==> config.mk <==
export PLATFORM = sky130hd
export DESIGN_NAME = upi_divider
export DESIGN_NICKNAME = d
export VERILOG_FILES = /design/src/design/upi_pkg.sv /design/src/design/upi_divider.sv
export SDC_FILE = /design/constraint.sdc
export NUM_CORES = 1
export LEC_CHECK = 0
export BUFFER_PORTS_ARGS = -buffer_cell sky130_fd_sc_hd__buf_4
export CAP_MARGIN = 0
export CORE_ASPECT_RATIO = 0.75
export CORE_MARGIN = 2
export CORE_UTILIZATION = 30
export CTS_CLUSTER_DIAMETER = 40
export DETAILED_ROUTE_END_ITERATION = 8
export HOLD_SLACK_MARGIN = 0.03
export SETUP_SLACK_MARGIN = 0.4
export SYNTH_ARGS = -nofsm -noshare
export SYNTH_HDL_FRONTEND = slang
export SYNTH_SLANG_ARGS = --single-unit
==> constraint.sdc <==
create_clock -name clock -period 8.3 [get_ports clock]
set_input_delay 1.66 -clock clock [delete_from_list [all_inputs] [get_ports clock]]
set_output_delay 1.66 -clock clock [all_outputs]
set_load 0.005 [all_outputs]
==> src/design/upi_pkg.sv <==
// Shared types, constants and the arctangent table of the pose integrator.
// Used by the CORDIC, the divider and the top level; depends on nothing.
package upi_pkg;

   localparam logic signed [33:0] CORDIC_GAIN    = 34'sd652032874;
   localparam logic signed [33:0] Q30_ONE        = 34'sd1073741824;
   localparam logic [32:0]        DEG_TO_RAD     = 33'd18740330;
   localparam int unsigned        STRAIGHT_LIMIT = 6835;
   localparam int unsigned        NUM_W          = 64;
   localparam int unsigned        DEN_W          = 48;

   typedef struct packed {
      logic               done;
      logic signed [31:0] sin_q30;
      logic signed [31:0] cos_q30;
   } cordic_out_type;

   typedef struct packed {
      logic              done;
      logic [NUM_W-1:0]  quot;
   } div_out_type;

   // atan(2^-i) in units of 2^-32 turn
   function automatic logic [29:0] atan_turn(input logic [4:0] idx);
      logic [29:0] r;
      case (idx)
         5'd0:  r = 30'd536870912;
         5'd1:  r = 30'd316933406;
         5'd2:  r = 30'd167458907;
         5'd3:  r = 30'd85004756;
         5'd4:  r = 30'd42667331;
         5'd5:  r = 30'd21354465;
         5'd6:  r = 30'd10679838;
         5'd7:  r = 30'd5340245;
         5'd8:  r = 30'd2670163;
         5'd9:  r = 30'd1335087;
         5'd10: r = 30'd667544;
         5'd11: r = 30'd333772;
         5'd12: r = 30'd166886;
         5'd13: r = 30'd83443;
         5'd14: r = 30'd41722;
         5'd15: r = 30'd20861;
         5'd16: r = 30'd10430;
         5'd17: r = 30'd5215;
         5'd18: r = 30'd2608;
         5'd19: r = 30'd1304;
         5'd20: r = 30'd652;
         5'd21: r = 30'd326;
         5'd22: r = 30'd163;
         5'd23: r = 30'd81;
         5'd24: r = 30'd41;
         5'd25: r = 30'd20;
         5'd26: r = 30'd10;
         5'd27: r = 30'd5;
         5'd28: r = 30'd3;
         5'd29: r = 30'd1;
         5'd30: r = 30'd1;
         default: r = 30'd0;
      endcase
      return r;
   endfunction

endpackage

==> src/design/upi_divider.sv <==
// Restoring divider, unsigned, one quotient bit a cycle.
// Depends on upi_pkg for the operand widths and the result struct.
module upi_divider import upi_pkg::*; (
   input  logic             clock,
   input  logic             reset,
   input  logic             start,
   input  logic [NUM_W-1:0] num,
   input  logic [DEN_W-1:0] den,
   output div_out_type      result
);

   logic             busy_ff, busy_in;
   logic             done_ff, done_in;
   logic [5:0]       cnt_ff, cnt_in;
   logic [DEN_W-1:0] rem_ff, rem_in, den_ff, den_in;
   logic [NUM_W-1:0] quo_ff, quo_in;
   logic [DEN_W:0]   trial, diff;
   logic             fits;

   always_comb begin
      trial   = {rem_ff, quo_ff[NUM_W-1]};
      diff    = trial - {1'b0, den_ff};
      fits    = trial >= {1'b0, den_ff};
      busy_in = busy_ff;
      done_in = 1'b0;
      cnt_in  = cnt_ff;
      rem_in  = rem_ff;
      den_in  = den_ff;
      quo_in  = quo_ff;
      if (start) begin
         busy_in = 1'b1;
         cnt_in  = 6'd0;
         rem_in  = '0;
         den_in  = den;
         quo_in  = num;
      end else if (busy_ff) begin
         rem_in = fits ? diff[DEN_W-1:0] : trial[DEN_W-1:0];
         quo_in = {quo_ff[NUM_W-2:0], fits};
         cnt_in = cnt_ff + 6'd1;
         if (cnt_ff == 6'(NUM_W - 1)) begin
            busy_in = 1'b0;
            done_in = 1'b1;
         end
      end
   end

   always_ff @(posedge clock) begin
      if (reset) begin
         busy_ff <= 1'b0;
         done_ff <= 1'b0;
      end else begin
         busy_ff <= busy_in;
         done_ff <= done_in;
      end
      cnt_ff <= cnt_in;
      rem_ff <= rem_in;
      den_ff <= den_in;
      quo_ff <= quo_in;
   end

   assign result.done = done_ff;
   assign result.quot = quo_ff;

endmodule

# == Word level (Yosys, flattened, before mapping) ==
# Index checks and enable logic that the tools add are counted.
# op_classes
muxes,7
n_lt_le_gt_ge,1
div,0
bitwise,1
n_addsub,2
n_eq_ne,1
n_shift,0
reduce_logical,2
n_mul,0
# op_table
op,n
64-bit 2-to-1 mux,2
49-bit by 48-bit greater-or-equal comparator with 1-bit output,1
48-bit 2-to-1 mux,1
48-bit subtractor,1
"6-bit by 1-bit adder with 6-bit output, second input constant",1
"6-bit equality test, second input constant",1
1-bit 2-to-1 mux,4
3-bit OR reduction,1
2-bit nonzero test,1
1-bit inverter,1
# totals
mem_bits_ro,0
register_bits,168
mem_count,0
mem_bits_rw,0
out_inout_bits,65
latch_bits,0
wordCells,20
in_bits,115

# == Depth between registers and ports, before layout ==
# logic_depth
word_depth,4
mapped_depth,13
depth_no_buf,12

# == Least setup slack after synthesis ==
# No wires, ideal clock.
# synth_path
path_type,input-to-reg
startpoint,input start
endpoint,"register quo_ff[0], enable pin"
slack_ns,4.474
arrival_time_ns,3.407
setup_time_ns,0.419
path_stages,4
n_path_buf,2
required_time_ns,7.881
path_cell_list,clkbuf_1 > nor2_1 > clkbuf_1 > inv_1
# synth_between
elab_chain_len,1
# synth_rtl
element,line_no,source
from (decl),upi_divider.sv:6,"input logic start,"
2-bit nonzero test (no source line),-,
to (signal assigned),upi_divider.sv:58,quo_ff <= quo_in;
to (decl),upi_divider.sv:16,"logic [NUM_W-1:0] quo_ff, quo_in;"
# No other way between the ends.
# A chain may end at the register's enable or synchronous reset.

# == Worst setup path after layout ==
# layout_path
startpoint,register den_ff[8]
endpoint,register rem_ff[0]
# layout_between
elab_chain_len,2
# layout_rtl
element,line_no,source
from (decl),upi_divider.sv:15,"logic [DEN_W-1:0] rem_ff, rem_in, den_ff, den_in;"
from (signal assigned),upi_divider.sv:57,den_ff <= den_in;
49-bit by 48-bit greater-or-equal comparator with 1-bit output,upi_divider.sv:23,"fits = trial >= {1'b0, den_ff};"
48-bit 2-to-1 mux,upi_divider.sv:37,rem_in = fits ? diff[DEN_W-1:0] : trial[DEN_W-1:0];
to (signal assigned),upi_divider.sv:56,rem_ff <= rem_in;
to (decl),upi_divider.sv:15,
# No other way between the ends.

==> impl_metrics.py <==
metrics = {
    "hold_path": {
        "min_to": "rem_ff[28]",
        "hp-class": "register to register",
        "hp-start": "rem_ff[28]",
        "holdPathStages": 2,
    },
    "pwr": {
        "p_total_uw": 2179,
        "power.share.clock": 0.367,
        "seqPwrFrac": 0.458,
        "netSwitchingFraction": 0.2805,
        "cell_internal_pwr_uw": 1568,
        "p_leak_uw": 0.005089,
        "ir_worst_vdd_mv": 0.1204,
        "combPwrFrac": 0.175,
        "powerDensity_nw_per_um2": 179.7,
        "p_sw_uw": 611.2,
    },
    "global_route": {
        "grt_pass1_vias": 7682,
        "grt-ovfl-total": 0,
        "grt_max_degree": 67,
        "grtUsageMet3": 0.03636,
        "grt_pass1_wl_um": 42240,
        "antenna_found_initial": 0,
        "grt.busiest_layer": "met1",
        "grt.total_usage": 0.1567,
        "grt_use_met2": 0.2270,
        "met1_usage": 0.2297,
    },
    "yosys": {
        "yosys.area.top_type_share": 0.3393,
        "yosysWarningCount": 0,
        "syn_nets": 1149,
        "synth_edf_count": 112,
        "netlist_area_um2": 9912,
        "ys.flop_type": "edfxtp_1",
        "synthDistinctLibCells": 71,
        "ys_top_cells_by_count": "edfxtp_1, nand2_1, a21oi_1, mux2_2, inv_1",
        "yosysMostFrequentCell": "edfxtp_1",
        "synthArstFlopShare": 0,
        "ys_seq_elements": 168,
        "avgSynthCellArea_um2": 10.07,
        "yosysTopAreaCell": "edfxtp_1",
        "ys_seq_area_frac": 0.4524,
        "synthCells": 984,
        "yosys-top-cells-area": "edfxtp_1, dfxtp_1, mux2_2",
    },
    "cts": {
        "cts_buffer_depth": 2,
        "cts_sinks": 168,
        "clkTransAtPathRegs_ps": 70,
        "h-tree-depth": 4,
        "cts_inserted_buffers": 17,
        "cts_tree": "yes",
        "cts_setup_buffers": 0,
        "cts_root_buf": "clkbuf_16",
        "cts_hold_buffers": 0,
        "postCtsResizedCells": 0,
        "clk_latency_ps": 450,
    },
    "worst_setup_path": {
        "crit_arrival_ps": 4240,
        "cp_max_fo": 31,
        "r2r_start": "den_ff[8]",
        "required_ps": 8600,
        "worstSetupPathType": "register to register",
        "startpoint_type": "register",
        "ff2ff_path_depth": 11,
        "worstReg2RegEnd": "rem_ff[0]",
        "end_kind": "register",
        "r2r_setup_slack_ps": 4350,
    },
    "floorplanning": {
        "die_x_um": 213.9,
        "dieArea_um2": 34530,
        "io_pins": 180,
        "rows": 57,
        "start_util": 0.3055,
        "die_height_um": 161.4,
        "core_um2": 32450,
    },
    "sta": {
        "worst_pin_slew_ps": 1118,
        "rsz0062_at_grt": "no",
        "setup-violations-final": 0,
        "hold_viol_final": 0,
        "clock_skew_ps": 16.35,
        "relSlewSlack": 0.2547,
        "fin_setup_tns_ps": 0,
        "fin_crit_ps": 3947,
        "fin_crit_sh": 0.4756,
        "slew_violations": 0,
        "max_freq_mhz": 253.3,
        "fin_hold_ws_ps": 483.1,
    },
    "final_layout": {
        "fin_area_um2": 12130,
        "antenna_cells": 0,
        "synthToLayoutAreaGrowth_pct": 22.34,
        "fin_nets": 1289,
        "final_cells": 1579,
        "drive_gt1_frac": 0.2586,
    },
    "drt": {
        "first_pass_iters": 4,
        "drt-total-wl_um": 26980,
        "ant_nets": 0,
        "vias_per_cell": 5.063,
        "post-route-drc-count": 0,
        "routedWlPerCell_um": 17.09,
        "drt_iter0_markers": 672,
        "num_vias": 7994,
    },
    "run": {
        "drv_cap": 0,
    },
    "placed_design": {
        "placedInstanceArea_um2": 11550,
        "io_buffers": 179,
        "dp_hpwl_um": 19430,
        "gp_congestion": 0.8858,
        "dp_cells": 1547,
    },
    "outcome": {
        "outcome": "finished, final reports clean",
    },
}
[state kept, by name, indices dropped and copies added (netlist names)]
name	flops
done_ff	1
quo_ff	64
cnt_ff	6
den_ff	48
rem_ff	48
busy_ff	1
[critical path, cell delays in order, from the launching register on]
cell,delay (ps)
edfxtp_1,330
inv_1,50
ha_1,390
a21oi_1,380
o2111ai_1,230
o2111ai_1,490
a2111oi_2,210
o31ai_4,900
buf_4,460
nor3_1,90
a31oi_1,180
o21ai_0,100
[layout make-up]
type	instances	area [um^2]
repair buffers	185	1393
well taps	442	553.0
clock inverters	14	142.6
fillers	3250	20320
clock buffers	18	429.2
flip-flops and latches	168	4484
inverters	63	236.5
multi-input cells	689	4888
[power groups by stage]
stage / Sequential [uW] / Combinational [uW] / Clock [uW]
finish: 997 / 381 / 801
global route: 1010 / 418 / 852
CTS: 998 / 381 / 827
detailed placement: 1020 / 379 / 0
global placement: 1010 / 376 / 0
floorplan: 1010 / 225 / 0
[metrics by stage]
stage	worst slack, ps	utilization
after floorplan	4474	-
after global placement	4056	0.3561
after detailed placement	4054	0.3561
after CTS	4384	0.3737
after global routing	4049	0.3737
final	4353	0.3737
[cell families (layout without fill, tap and decap cells)]
kind of cell | Yosys count | after routing | share of synthesized area
AND/OR/NAND/NOR | 239 | 239 | 0.1144
adder cells (fa/ha/maj) | 50 | 50 | 0.06387
buffers and inverters | 127 | 280 | 0.05516
XOR/XNOR | 40 | 40 | 0.03535
multiplexers | 81 | 81 | 0.08988
AO/OA/AOI/OAI | 279 | 279 | 0.1890
flip-flops | 168 | 168 | 0.4524
[cells in the final DEF (no fill, tap or decap), drive strengths merged, types with 5 or more instances in the layout]
cell	Yosys	final
buf	28	185
edfxtp	112	112
nand2	76	76
a21oi	72	72
inv	63	68
mux2	64	64
nor2	62	62
o21ai	59	59
dfxtp	56	56
ha	49	49
a21o	35	35
nand4	24	24
xor2	21	21
xnor2	19	19
nand3	18	18
clkbuf	36	18
mux2i	17	17
nor3	16	16
a211oi	15	15
o21a	13	13
o21bai	10	10
a31oi	10	10
o31ai	8	8
or3	7	7
o211ai	7	7
clkinv	0	7
and3	6	6
a221oi	6	6
and2	5	5
o22ai	5	5
nand2b	5	5
a311oi	5	5
nor2b	5	5
[layer usage]
layer	wire, um	share of wire
met1	13350	0.49
met2	11690	0.43
met3	1492	0.055
met4	445	0.016
met5	0	0
[worst max path at each step]
stage               from          to  slack, ps  cells past startpoint
2_1_floorplan      start   quo_ff[0]       4470                      4
3_3_place_gp       start   rem_ff[0]       4060                      6
3_5_place_dp       start  rem_ff[40]       4050                      6
4_1_cts        den_ff[8]   rem_ff[0]       4380                     11
5_1_grt        den_ff[8]   rem_ff[0]       4050                     11
6_report       den_ff[8]   rem_ff[0]       4350                     11
No activity file was read; power rests on OpenSTA's default activity.
