==> src/design/upi_pkg.sv <==
// Shared types, constants and the arctangent table of the pose integrator.
// Used by the CORDIC, the divider and the top level; depends on nothing.
package upi_pkg;

   localparam logic signed [33:0] CORDIC_GAIN    = 34'sd652032874;
   localparam logic signed [33:0] Q30_ONE        = 34'sd1073741824;
   localparam logic [32:0]        DEG_TO_RAD     = 33'd18740330;
   localparam int unsigned        STRAIGHT_LIMIT = 6835;
   localparam int unsigned        NUM_W          = 64;
   localparam int unsigned        DEN_W          = 48;

   typedef struct packed {
      logic               done;
      logic signed [31:0] sin_q30;
      logic signed [31:0] cos_q30;
   } cordic_out_type;

   typedef struct packed {
      logic              done;
      logic [NUM_W-1:0]  quot;
   } div_out_type;

   // atan(2^-i) in units of 2^-32 turn
   function automatic logic [29:0] atan_turn(input logic [4:0] idx);
      logic [29:0] r;
      case (idx)
         5'd0:  r = 30'd536870912;
         5'd1:  r = 30'd316933406;
         5'd2:  r = 30'd167458907;
         5'd3:  r = 30'd85004756;
         5'd4:  r = 30'd42667331;
         5'd5:  r = 30'd21354465;
         5'd6:  r = 30'd10679838;
         5'd7:  r = 30'd5340245;
         5'd8:  r = 30'd2670163;
         5'd9:  r = 30'd1335087;
         5'd10: r = 30'd667544;
         5'd11: r = 30'd333772;
         5'd12: r = 30'd166886;
         5'd13: r = 30'd83443;
         5'd14: r = 30'd41722;
         5'd15: r = 30'd20861;
         5'd16: r = 30'd10430;
         5'd17: r = 30'd5215;
         5'd18: r = 30'd2608;
         5'd19: r = 30'd1304;
         5'd20: r = 30'd652;
         5'd21: r = 30'd326;
         5'd22: r = 30'd163;
         5'd23: r = 30'd81;
         5'd24: r = 30'd41;
         5'd25: r = 30'd20;
         5'd26: r = 30'd10;
         5'd27: r = 30'd5;
         5'd28: r = 30'd3;
         5'd29: r = 30'd1;
         5'd30: r = 30'd1;
         default: r = 30'd0;
      endcase
      return r;
   endfunction

endpackage

==> src/design/upi_cordic.sv <==
// Iterative CORDIC: sine and cosine of a binary angle, one rotation a cycle.
// Depends on upi_pkg for the gain, the clamp limit and the arctangent table.
module upi_cordic import upi_pkg::*; #(
   parameter int CORDIC_STEPS = 24
) (
   input  logic           clock,
   input  logic           reset,
   input  logic           start,
   input  logic [31:0]    angle,
   output cordic_out_type result
);

   logic               busy_ff, busy_in;
   logic               done_ff, done_in;
   logic [4:0]         cnt_ff, cnt_in;
   logic signed [33:0] x_ff, x_in, y_ff, y_in, z_ff, z_in;
   logic               neg_ff, neg_in;

   logic [31:0]        sum_q, ang_fold;
   logic signed [33:0] x_sh, y_sh, at, x_out, y_out;

   function automatic logic signed [31:0] clamp(input logic signed [33:0] v);
      logic signed [33:0] r;
      r = v;
      if (v > Q30_ONE) r = Q30_ONE;
      if (v < -Q30_ONE) r = -Q30_ONE;
      return r[31:0];
   endfunction

   always_comb begin
      sum_q    = angle + 32'h4000_0000;
      ang_fold = sum_q[31] ? angle + 32'h8000_0000 : angle;
      x_sh     = x_ff >>> cnt_ff;
      y_sh     = y_ff >>> cnt_ff;
      at       = {4'b0, atan_turn(cnt_ff)};
      busy_in  = busy_ff;
      done_in  = 1'b0;
      cnt_in   = cnt_ff;
      x_in     = x_ff;
      y_in     = y_ff;
      z_in     = z_ff;
      neg_in   = neg_ff;
      if (start) begin
         busy_in = 1'b1;
         cnt_in  = 5'd0;
         x_in    = CORDIC_GAIN;
         y_in    = 34'sd0;
         z_in    = {{2{ang_fold[31]}}, ang_fold};
         neg_in  = sum_q[31];
      end else if (busy_ff) begin
         if (!z_ff[33]) begin
            x_in = x_ff - y_sh;
            y_in = y_ff + x_sh;
            z_in = z_ff - at;
         end else begin
            x_in = x_ff + y_sh;
            y_in = y_ff - x_sh;
            z_in = z_ff + at;
         end
         cnt_in = cnt_ff + 5'd1;
         if (cnt_ff == 5'(CORDIC_STEPS - 1)) begin
            busy_in = 1'b0;
            done_in = 1'b1;
         end
      end
      // undo the half-turn fold
      x_out = neg_ff ? -x_ff : x_ff;
      y_out = neg_ff ? -y_ff : y_ff;
   end

   always_ff @(posedge clock) begin
      if (reset) begin
         busy_ff <= 1'b0;
         done_ff <= 1'b0;
      end else begin
         busy_ff <= busy_in;
         done_ff <= done_in;
      end
      cnt_ff <= cnt_in;
      x_ff   <= x_in;
      y_ff   <= y_in;
      z_ff   <= z_in;
      neg_ff <= neg_in;
   end

   assign result.done    = done_ff;
   assign result.sin_q30 = clamp(y_out);
   assign result.cos_q30 = clamp(x_out);

endmodule

==> config.mk <==
export PLATFORM = sky130hd
export DESIGN_NAME = upi_cordic
export DESIGN_NICKNAME = d
export VERILOG_FILES = /design/src/design/upi_pkg.sv /design/src/design/upi_cordic.sv
export SDC_FILE = /design/constraint.sdc
export NUM_CORES = 1
export LEC_CHECK = 0
export CORE_AREA = 2 2 176 178
export CTS_BUF_LIST = sky130_fd_sc_hd__clkbuf_8
export DETAILED_ROUTE_END_ITERATION = 8
export DIE_AREA = 0 0 178 180
export DONT_BUFFER_PORTS = 1
export PLACE_DENSITY = 0.82
export SLEW_MARGIN = 25
export SYNTH_ARGS = -nofsm -noshare
export SYNTH_HDL_FRONTEND = slang
export SYNTH_SLANG_ARGS = --single-unit
==> constraint.sdc <==
create_clock -name clock -period 6.5 [get_ports clock]
set_input_delay 0.975 -clock clock [delete_from_list [all_inputs] [get_ports clock]]
set_output_delay 0.975 -clock clock [all_outputs]
set_load 0.005 [all_outputs]
# Word level (Yosys, flattened, before mapping)
# Memory sizes are Yosys's and may differ from the RTL's. A register that Yosys moved wholly into a read port is not among the register bits.
# Cells that the tools add are included.
# totals
register_bits	110
mem_bits_ro	960
in_bits	35
out_inout_bits	65
n_memories	1
# memory_table
name	words	word_bits	read_ports	rd_ports_with_merged_regs	wr	line	text
(name not given)	32	30	1	1	0	upi_pkg.sv:26	case (idx)
# op_classes
addsub	11
n_lt_le_gt_ge	4
eq_ne	1
shift	2
mux	18
bitwise	1
reduce_logical	2
# op_table
op	count
$mux 34	7
$mux 32	5
$add 34x34->34	2
$gt 34x32->1 const B	2
$lt 34x31->1 const B	2
$neg 34->34	2
$sshr 34x5->34	2
$sub 34x34->34	2
$add 34x31->34	1
$sub 34x31->34	1
$add 32x31->32 const B	1
$add 32x32->32 const B	1
$mux 5	2
$add 5x1->5 const B	1
$eq 5x5->1 const B	1
$mux 1	4
$reduce_or 3->1	1
$reduce_bool 2->1	1
$not 1->1	1

# Depth between registers and ports, before layout
# Gate-level depths: netlist of the first run.
# logic_depth
depth_word	5
mapped_depth	30

# Worst setup path after synthesis of the first run
# Ideal clock, no wire load.
# synth_timing
path_type	register -> register
from	register cnt_ff[0]
to	register x_ff[32]
arrival_time_ps	5616
t_required_ps	6372
path_slack_ps	756
stages_incl_launch_ff	28
n_path_buf	6
period_less_slack_ps	5744
path_cell_list	dfxtp_1 > buf_6 > buf_12 > buf_12 > buf_12 > buf_8 > mux4_1 > a22o_1 > a221oi_4 > ha_1 > nor4b_2 > nor2b_1 > a21o_1 > o21ai_0 > xor2_1 > ha_1 > clkbuf_1 > nand2_1 > nor3_1 > a211oi_1 > a31oi_1 > a221oi_1 > o22ai_1 > or4_1 > a41o_1 > xor2_1 > mux2i_1 > nor2_1
# synth_between
elab_chain_len	3
# synth_lines
element	line	text
start: declaration	upi_cordic.sv:15	logic [4:0] cnt_ff, cnt_in;
start signal: assignment	upi_cordic.sv:79	cnt_ff <= cnt_in;
$sshr 34x5->34 *	upi_cordic.sv:34	y_sh = y_ff >>> cnt_ff;
$sub 34x34->34 / $add 34x34->34 (equally long branches)	upi_cordic.sv:52, upi_cordic.sv:56	
$mux 34 *	upi_cordic.sv:51	if (!z_ff[33]) begin
end signal: assignment	upi_cordic.sv:80	x_ff <= x_in;
end: declaration	upi_cordic.sv:16	logic signed [33:0] x_ff, x_in, y_ff, y_in, z_ff, z_in;
# Every way passes the cells marked *; elsewhere a longest branch is shown, timed or not.
# A chain may end at the register's enable or synchronous reset.

# Worst setup path after layout of the first run
# layout_timing
from	register cnt_ff[1]
to	register x_ff[32]
# The elaborated chain is that of the path after synthesis.

==> impl_metrics.env, run 1 <==
export IMPL_power_switching_mw=6.08
export IMPL_crit_path_cell_trace="buf_4, mux4_2, mux2i_1, mux2i_1, a221oi_4, ha_1, nor4b_2, nor2b_1, a21o_1, o21ai_0, xor2_1, ha_1, nand2_1, nor3_1, a211oi_1, a31oi_1, a221oi_2, o22ai_1, or4_1, a41o_1, xor2_1, mux2i_1, nor2_1"
export IMPL_diodes=0
export IMPL_overflow=0
export IMPL_crit_path_start_kind="flip-flop"
export IMPL_syn2layout_area_growth_pct=3.45
export IMPL_hold_path_class="input port to flip-flop"
export IMPL_placed_area_um2=20300
export IMPL_synth_edf_count=35
export IMPL_ys_seq_area_share_pct=15.6
export IMPL_synth_commonest_cells="nor2_1, nand2_1, a21oi_1"
export IMPL_place_ws_ns=0.253
export IMPL_yosysMostFrequentCell="nor2_1"
export IMPL_hold_violations=0
export IMPL_boundaryPins=100
export IMPL_async_reset_ff_share_pct=0
export IMPL_ant_nets=0
export IMPL_cts_buffer_depth=2
export IMPL_routed_wl_um=66100
export IMPL_die_h_um=180
export IMPL_cp_arrival_ns=6.66
export IMPL_core_um2=30200
export IMPL_register_area_um2=3170
export IMPL_p_sw_share_pct=52.9
export IMPL_endpoint_kind="flip-flop"
export IMPL_clkSlewWorstSetupHoldPaths_ns=0.08
export IMPL_port_buffers=0
export IMPL_critPathMaxStageDelay_ns=0.54
export IMPL_place_congestion=1.05
export IMPL_setup_viol=0
export IMPL_dieArea_um2=32000
export IMPL_htree_levels=4
export IMPL_grt_pass1_wl_um=102000
export IMPL_fmax_mhz=160
export IMPL_yosys_area_top_type="dfxtp_1"
export IMPL_p_comb_share_pct=77.6
export IMPL_multiInputGateArea_um2=15800
export IMPL_via_per_inst=7.03
export IMPL_start_util_pct=66.7
export IMPL_yosys_area_share_xor_xnor_pct=10.3
export IMPL_fin_setup_tns_ns=0
export IMPL_synth_top_family_by_area="compound AO/OA/AOI/OAI gates"
export IMPL_final_max_slew_viol_count=0
export IMPL_dpl_cell_count=2847
export IMPL_period_share_pct=96.1
export IMPL_fin_ws_ns=0.251
export IMPL_cts_hold_buf=0
export IMPL_synth_compound_area_share_pct=23.7
export IMPL_finalPower_mw=11.5
export IMPL_cts_tree="built"
export IMPL_synthAdderAreaFrac_pct=7.38
export IMPL_gr_usage_all_layers_pct=40.1
export IMPL_ys_flop_type="dfxtp_1"
export IMPL_hpwl_um=49600
export IMPL_critPathMostFrequentCell="mux2i_1"
export IMPL_drv_cap=0
export IMPL_irDropWorstVdd_mv=0.392
export IMPL_syn_nets=2723
export IMPL_synth_simple_area_share_pct=21.0
export IMPL_intPower_mw=5.42
export IMPL_synth_cell_area_um2=20100
export IMPL_root_buffer="clkbuf_8"
export IMPL_synth_cells=2571
export IMPL_fin_crit_ns=6.25
export IMPL_synthMuxAreaShare_pct=15.6
export IMPL_critPathSlowestCell="mux4_2"
export IMPL_grt_pass1_vias=18900
export IMPL_clk_latency_ns=0.50
export IMPL_slew_headroom_pct=24.8
export IMPL_drc=1
export IMPL_p_seq_share_pct=15.8
export IMPL_grt_max_degree=129
export IMPL_antenna_found_initial=0
export IMPL_fin_skew_ns=0.0356
export IMPL_clkPwrFrac_pct=6.6
export IMPL_fin_nets=2630
export IMPL_cp_num_buf_inv=1
export IMPL_synth_cell_type_count=103
export IMPL_worstSetupPathType="flip-flop to flip-flop"
export IMPL_firstDrtPassIters=8
export IMPL_required_ns=6.91
export IMPL_vias=20300
export IMPL_p_leak_nw=8.58
export IMPL_status="complete, but fails checks"
export IMPL_cts_buffers=17
export IMPL_syn_area_per_cell_um2=7.84
export IMPL_cp_max_fo=9
export IMPL_die_w_um=178
export IMPL_stdcell_area_um2=20800
export IMPL_yosysWarnings=0
export IMPL_rows=64
export IMPL_ys_ff_latch=140
export IMPL_yosys_top_cells_area="dfxtp_1, ha_1, xor2_1, mux4_2, edfxtp_1"
export IMPL_wire_per_inst_um=22.9
export IMPL_drtIter0Drc=2397
export IMPL_worst_pin_slew_ns=1.12
export IMPL_drive_gt1_share_pct=10.6
export IMPL_violations="design-rule violations"
export IMPL_fill_cells=2538
export IMPL_p_per_area_nw_per_um2=552
export IMPL_yosys_area_top_type_share_pct=10.4
export IMPL_cts_sinks=140
export IMPL_fin_cells=2887
export IMPL_path_delay_family="compound AO/OA/AOI/OAI gates"
[cell usage in the layout (no fill, tap or decap), types with 54 or more instances in the layout]
master / instances
mux2i_1: 91
nand2_1: 270
o21ai_0: 162
nor2_1: 277
a21oi_1: 196
xnor2_1: 88
a21o_1: 57
dfxtp_1: 99
xor2_1: 150
ha_1: 114
buf_4: 89
inv_1: 54
[registers in the layout, summed over array words and instances (netlist names)]
| name | flops |
|---|---|
| z_ff | 34 |
| neg_ff | 1 |
| cnt_ff | 5 |
| busy_ff | 1 |
| done_ff | 1 |
| y_ff | 34 |
| at | 30 |
| x_ff | 34 |
[worst paths after layout]
| kind | depth (start not counted) | slack, ns | to | startpoint |
|---|---|---|---|---|
| setup / recovery | 23 | 0.25 | x_ff[32]$_SDFFE_PP0P_ | cnt_ff[1]$_SDFFE_PP0P_ |
| hold / removal | 1 | 0.55 | busy_ff$_SDFF_PP0_ | reset |
| setup reg to reg | 23 | 0.25 | x_ff[32]$_SDFFE_PP0P_ | cnt_ff[1]$_SDFFE_PP0P_ |
| hold reg to reg | 2 | 0.57 | y_ff[0]$_SDFFE_PP0P_ | y_ff[0]$_SDFFE_PP0P_ |
[stage by stage]
step,hold WS [ns],util [%]
final,0.554,69.0
after global routing,0.535,69.0
after CTS,0.540,68.6
after detailed placement,0.540,67.3
after global placement,0.538,67.3
after floorplan,0.492,-
[repair_timing]
| item | CTS | global route |
|---|---|---|
| gates resized for setup | 0 | 7 |
| endpoints found under the hold margin | 0 | 0 |
| setup endpoints to repair | 0 | 4 |
| setup buffers | 0 | 5 |
[metal layers]
layer | up-vias | wire length (um) | GRT usage (%)
li1 | 9290 | - | -
met1 | 9486 | 25100 | 49.1
met2 | 1246 | 30800 | 66.4
met3 | 265 | 6650 | 8.50
met4 | 0 | 3570 | 20.1
met5 | - | 0 | 0
[cell families (layout without fill, tap and decap cells)]
logic type	count (synthesis)	count (layout)
xor+xnor	238	238
flops	140	140
buf+inv	262	182
fa+ha+maj	117	117
simple gates	877	877
mux	199	199
compound gates	738	738
[worst register-to-register path: cells and delay by family, from the launching register on]
family	cells	cell delay, ns
AOI/OAI and AO/OA	8	2.00
xor gates and xnor gates	2	0.36
adders and majority gates	2	0.66
buffers and inverters	1	0.18
DFF	1	0.46
muxes	4	1.29
and+or+nand+nor	6	1.24
[power by group through the flow]
stage | clock (mW) | sequential, mW | combinational, mW
global route | 0.790 | 1.83 | 9.76
CTS | 0.759 | 1.78 | 8.68
detailed placement | 0 | 1.80 | 8.62
floorplan | 0 | 1.40 | 7.05
global placement | 0 | 1.78 | 8.39
finish | 0.760 | 1.81 | 8.93
[area by class of cell]
type,instances,area share (%)
timing repair buffer,98,3.96
clock inverter,14,0.702
multi-input combinational,2169,75.6
tap,396,2.38
inverter,52,0.936
sequential,140,15.2
clock buffer,18,1.19
Power figures use the tool's default switching activity.
==> inputs of run 2 (changes only) <==
--- a/config.mk
+++ b/config.mk
@@ -11,6 +11,7 @@
 export DIE_AREA = 0 0 178 180
 export DONT_BUFFER_PORTS = 1
 export PLACE_DENSITY = 0.82
+export REMOVE_ABC_BUFFERS = 1
 export SLEW_MARGIN = 25
 export SYNTH_ARGS = -nofsm -noshare
 export SYNTH_HDL_FRONTEND = slang
==> impl_metrics.env, run 2 (same netlist as run 1, synthesis figures left out) <==
export IMPL_hold_path_class="input port to flip-flop"
export IMPL_clkSlewWorstSetupHoldPaths_ns=0.09
export IMPL_drtIter0Drc=2396
export IMPL_rsz0062_at_grt="no"
export IMPL_fin_nets=2672
export IMPL_register_area_um2=3170
export IMPL_place_congestion=1.07
export IMPL_crit_path_start_kind="flip-flop"
export IMPL_p_seq_share_pct=14.6
export IMPL_routed_wl_um=67900
export IMPL_irDropWorstVdd_mv=0.344
export IMPL_final_max_slew_viol_count=0
export IMPL_die_w_um=178
export IMPL_cts_sinks=140
export IMPL_fill_cells=2486
export IMPL_via_per_inst=7.05
export IMPL_intPower_mw=5.56
export IMPL_period_share_pct=96.2
export IMPL_worst_r2r_startpoint="cnt_ff[0]$_SDFFE_PP0P_"
export IMPL_fin_crit_ns=6.26
export IMPL_cts_hold_buf=0
export IMPL_overflow=0
export IMPL_dieArea_um2=32000
export IMPL_stdcell_area_um2=21100
export IMPL_dpl_cell_count=2889
export IMPL_grt_pass1_wl_um=105000
export IMPL_cp_num_buf_inv=2
export IMPL_critPathSlowestCell="mux4_1"
export IMPL_drc=0
export IMPL_fin_cells=2929
export IMPL_hold_violations=0
export IMPL_power_switching_mw=6.23
export IMPL_final_cell_mix="nor2_1, nand2_1, a21oi_1"
export IMPL_path_delay_family="simple AND/OR/NAND/NOR gates"
export IMPL_multiInputGateArea_um2=15700
export IMPL_vias=20700
export IMPL_clkPwrFrac_pct=6.6
export IMPL_fin_setup_tns_ns=0
export IMPL_worstSetupPathType="flip-flop to flip-flop"
export IMPL_fin_util_pct=70.0
export IMPL_gr_usage_all_layers_pct=41.6
export IMPL_finalPower_mw=11.8
export IMPL_crit_path_cell_trace="buf_12, buf_4, mux4_1, a22oi_1, o221ai_1, nor3_2, nand4_1, and4b_1, and2_1, and3_1, and2_1, mux2i_1, o21a_1, ha_1, a21o_1, a2111oi_1, nand4b_1, a41oi_1, nand2_1, mux2i_1, mux2_1"
export IMPL_slew_headroom_pct=28.8
export IMPL_grt_pass1_vias=19200
export IMPL_cp_startpoint="cnt_ff[0]$_SDFFE_PP0P_"
export IMPL_min_from="reset"
export IMPL_drv_cap=0
export IMPL_required_ns=6.91
export IMPL_status="completed"
export IMPL_hpwl_um=51100
export IMPL_fmax_mhz=160
export IMPL_cts_tree="built"
export IMPL_grt_max_degree=129
export IMPL_p_comb_share_pct=78.8
export IMPL_firstDrtPassIters=8
export IMPL_boundaryPins=100
export IMPL_clk_latency_ns=0.52
export IMPL_endpoint_kind="flip-flop"
export IMPL_wire_per_inst_um=23.2
export IMPL_core_um2=30200
export IMPL_fin_ws_ns=0.244
export IMPL_p_leak_nw=8.78
export IMPL_place_ws_ns=0.170
export IMPL_cts_buffers=17
export IMPL_start_util_pct=66.7
export IMPL_worst_pin_slew_ns=1.07
export IMPL_fin_skew_ns=0.0181
export IMPL_rows=64
export IMPL_holdWs_ns=0.508
export IMPL_antenna_found_initial=0
export IMPL_syn2layout_area_growth_pct=4.94
export IMPL_largestRegisters="x_ff x34, y_ff x34, z_ff x34"
export IMPL_htree_levels=4
export IMPL_cp_arrival_ns=6.66
export IMPL_final_common_cell="nor2_1"
export IMPL_root_buffer="clkbuf_8"
export IMPL_critPathMaxStageDelay_ns=0.65
export IMPL_cts_buffer_depth=2
export IMPL_p_per_area_nw_per_um2=558
export IMPL_die_h_um=180
export IMPL_placed_area_um2=20600
export IMPL_p_sw_share_pct=52.8
export IMPL_cp_max_fo=42
export IMPL_port_buffers=0
export IMPL_ant_nets=0
export IMPL_drive_gt1_share_pct=12.2
export IMPL_diodes=0
export IMPL_setup_viol=0
[run 2: path summary, 6_finish.rpt]
check | endpoint | cells after the start | slack (ns)
max | y_ff[33]$_SDFFE_PP0P_ | 21 | 0.24
min | busy_ff$_SDFF_PP0_ | 1 | 0.51
max reg2reg | y_ff[33]$_SDFFE_PP0P_ | 21 | 0.24
min reg2reg | y_ff[0]$_SDFFE_PP0P_ | 2 | 0.59
[run 2: final cells by class]
| class | instances | area share, % |
|---|---|---|
| multi-input combinational | 2169 | 74.5 |
| sequential | 140 | 15.0 |
| timing repair buffer | 140 | 5.30 |
| tap | 396 | 2.34 |
| clock buffer | 17 | 1.11 |
| inverter | 52 | 0.923 |
| clock inverter | 15 | 0.858 |
[run 2: layer usage]
metal / share of wire (%) / GRT usage (%)
met1: 40 / 54.7
met2: 45 / 66.1
met3: 10 / 8.31
met4: 4.9 / 18.0
met5: 0 / 0
[run 2: power by group through the flow]
stage,clock [mW],combinational [mW],sequential (mW)
5_1_grt,0.822,10.1,1.73
2_1_floorplan,0,6.58,1.73
3_3_place_gp,0,8.69,1.69
3_5_place_dp,0,8.97,1.70
4_1_cts,0.790,9.06,1.69
6_report,0.784,9.29,1.72
[run 2: timing repair]
item                       4_1_cts  5_1_grt
setup endpoints to repair        0        7
buffers inserted                 0        8
resized for setup                0        7
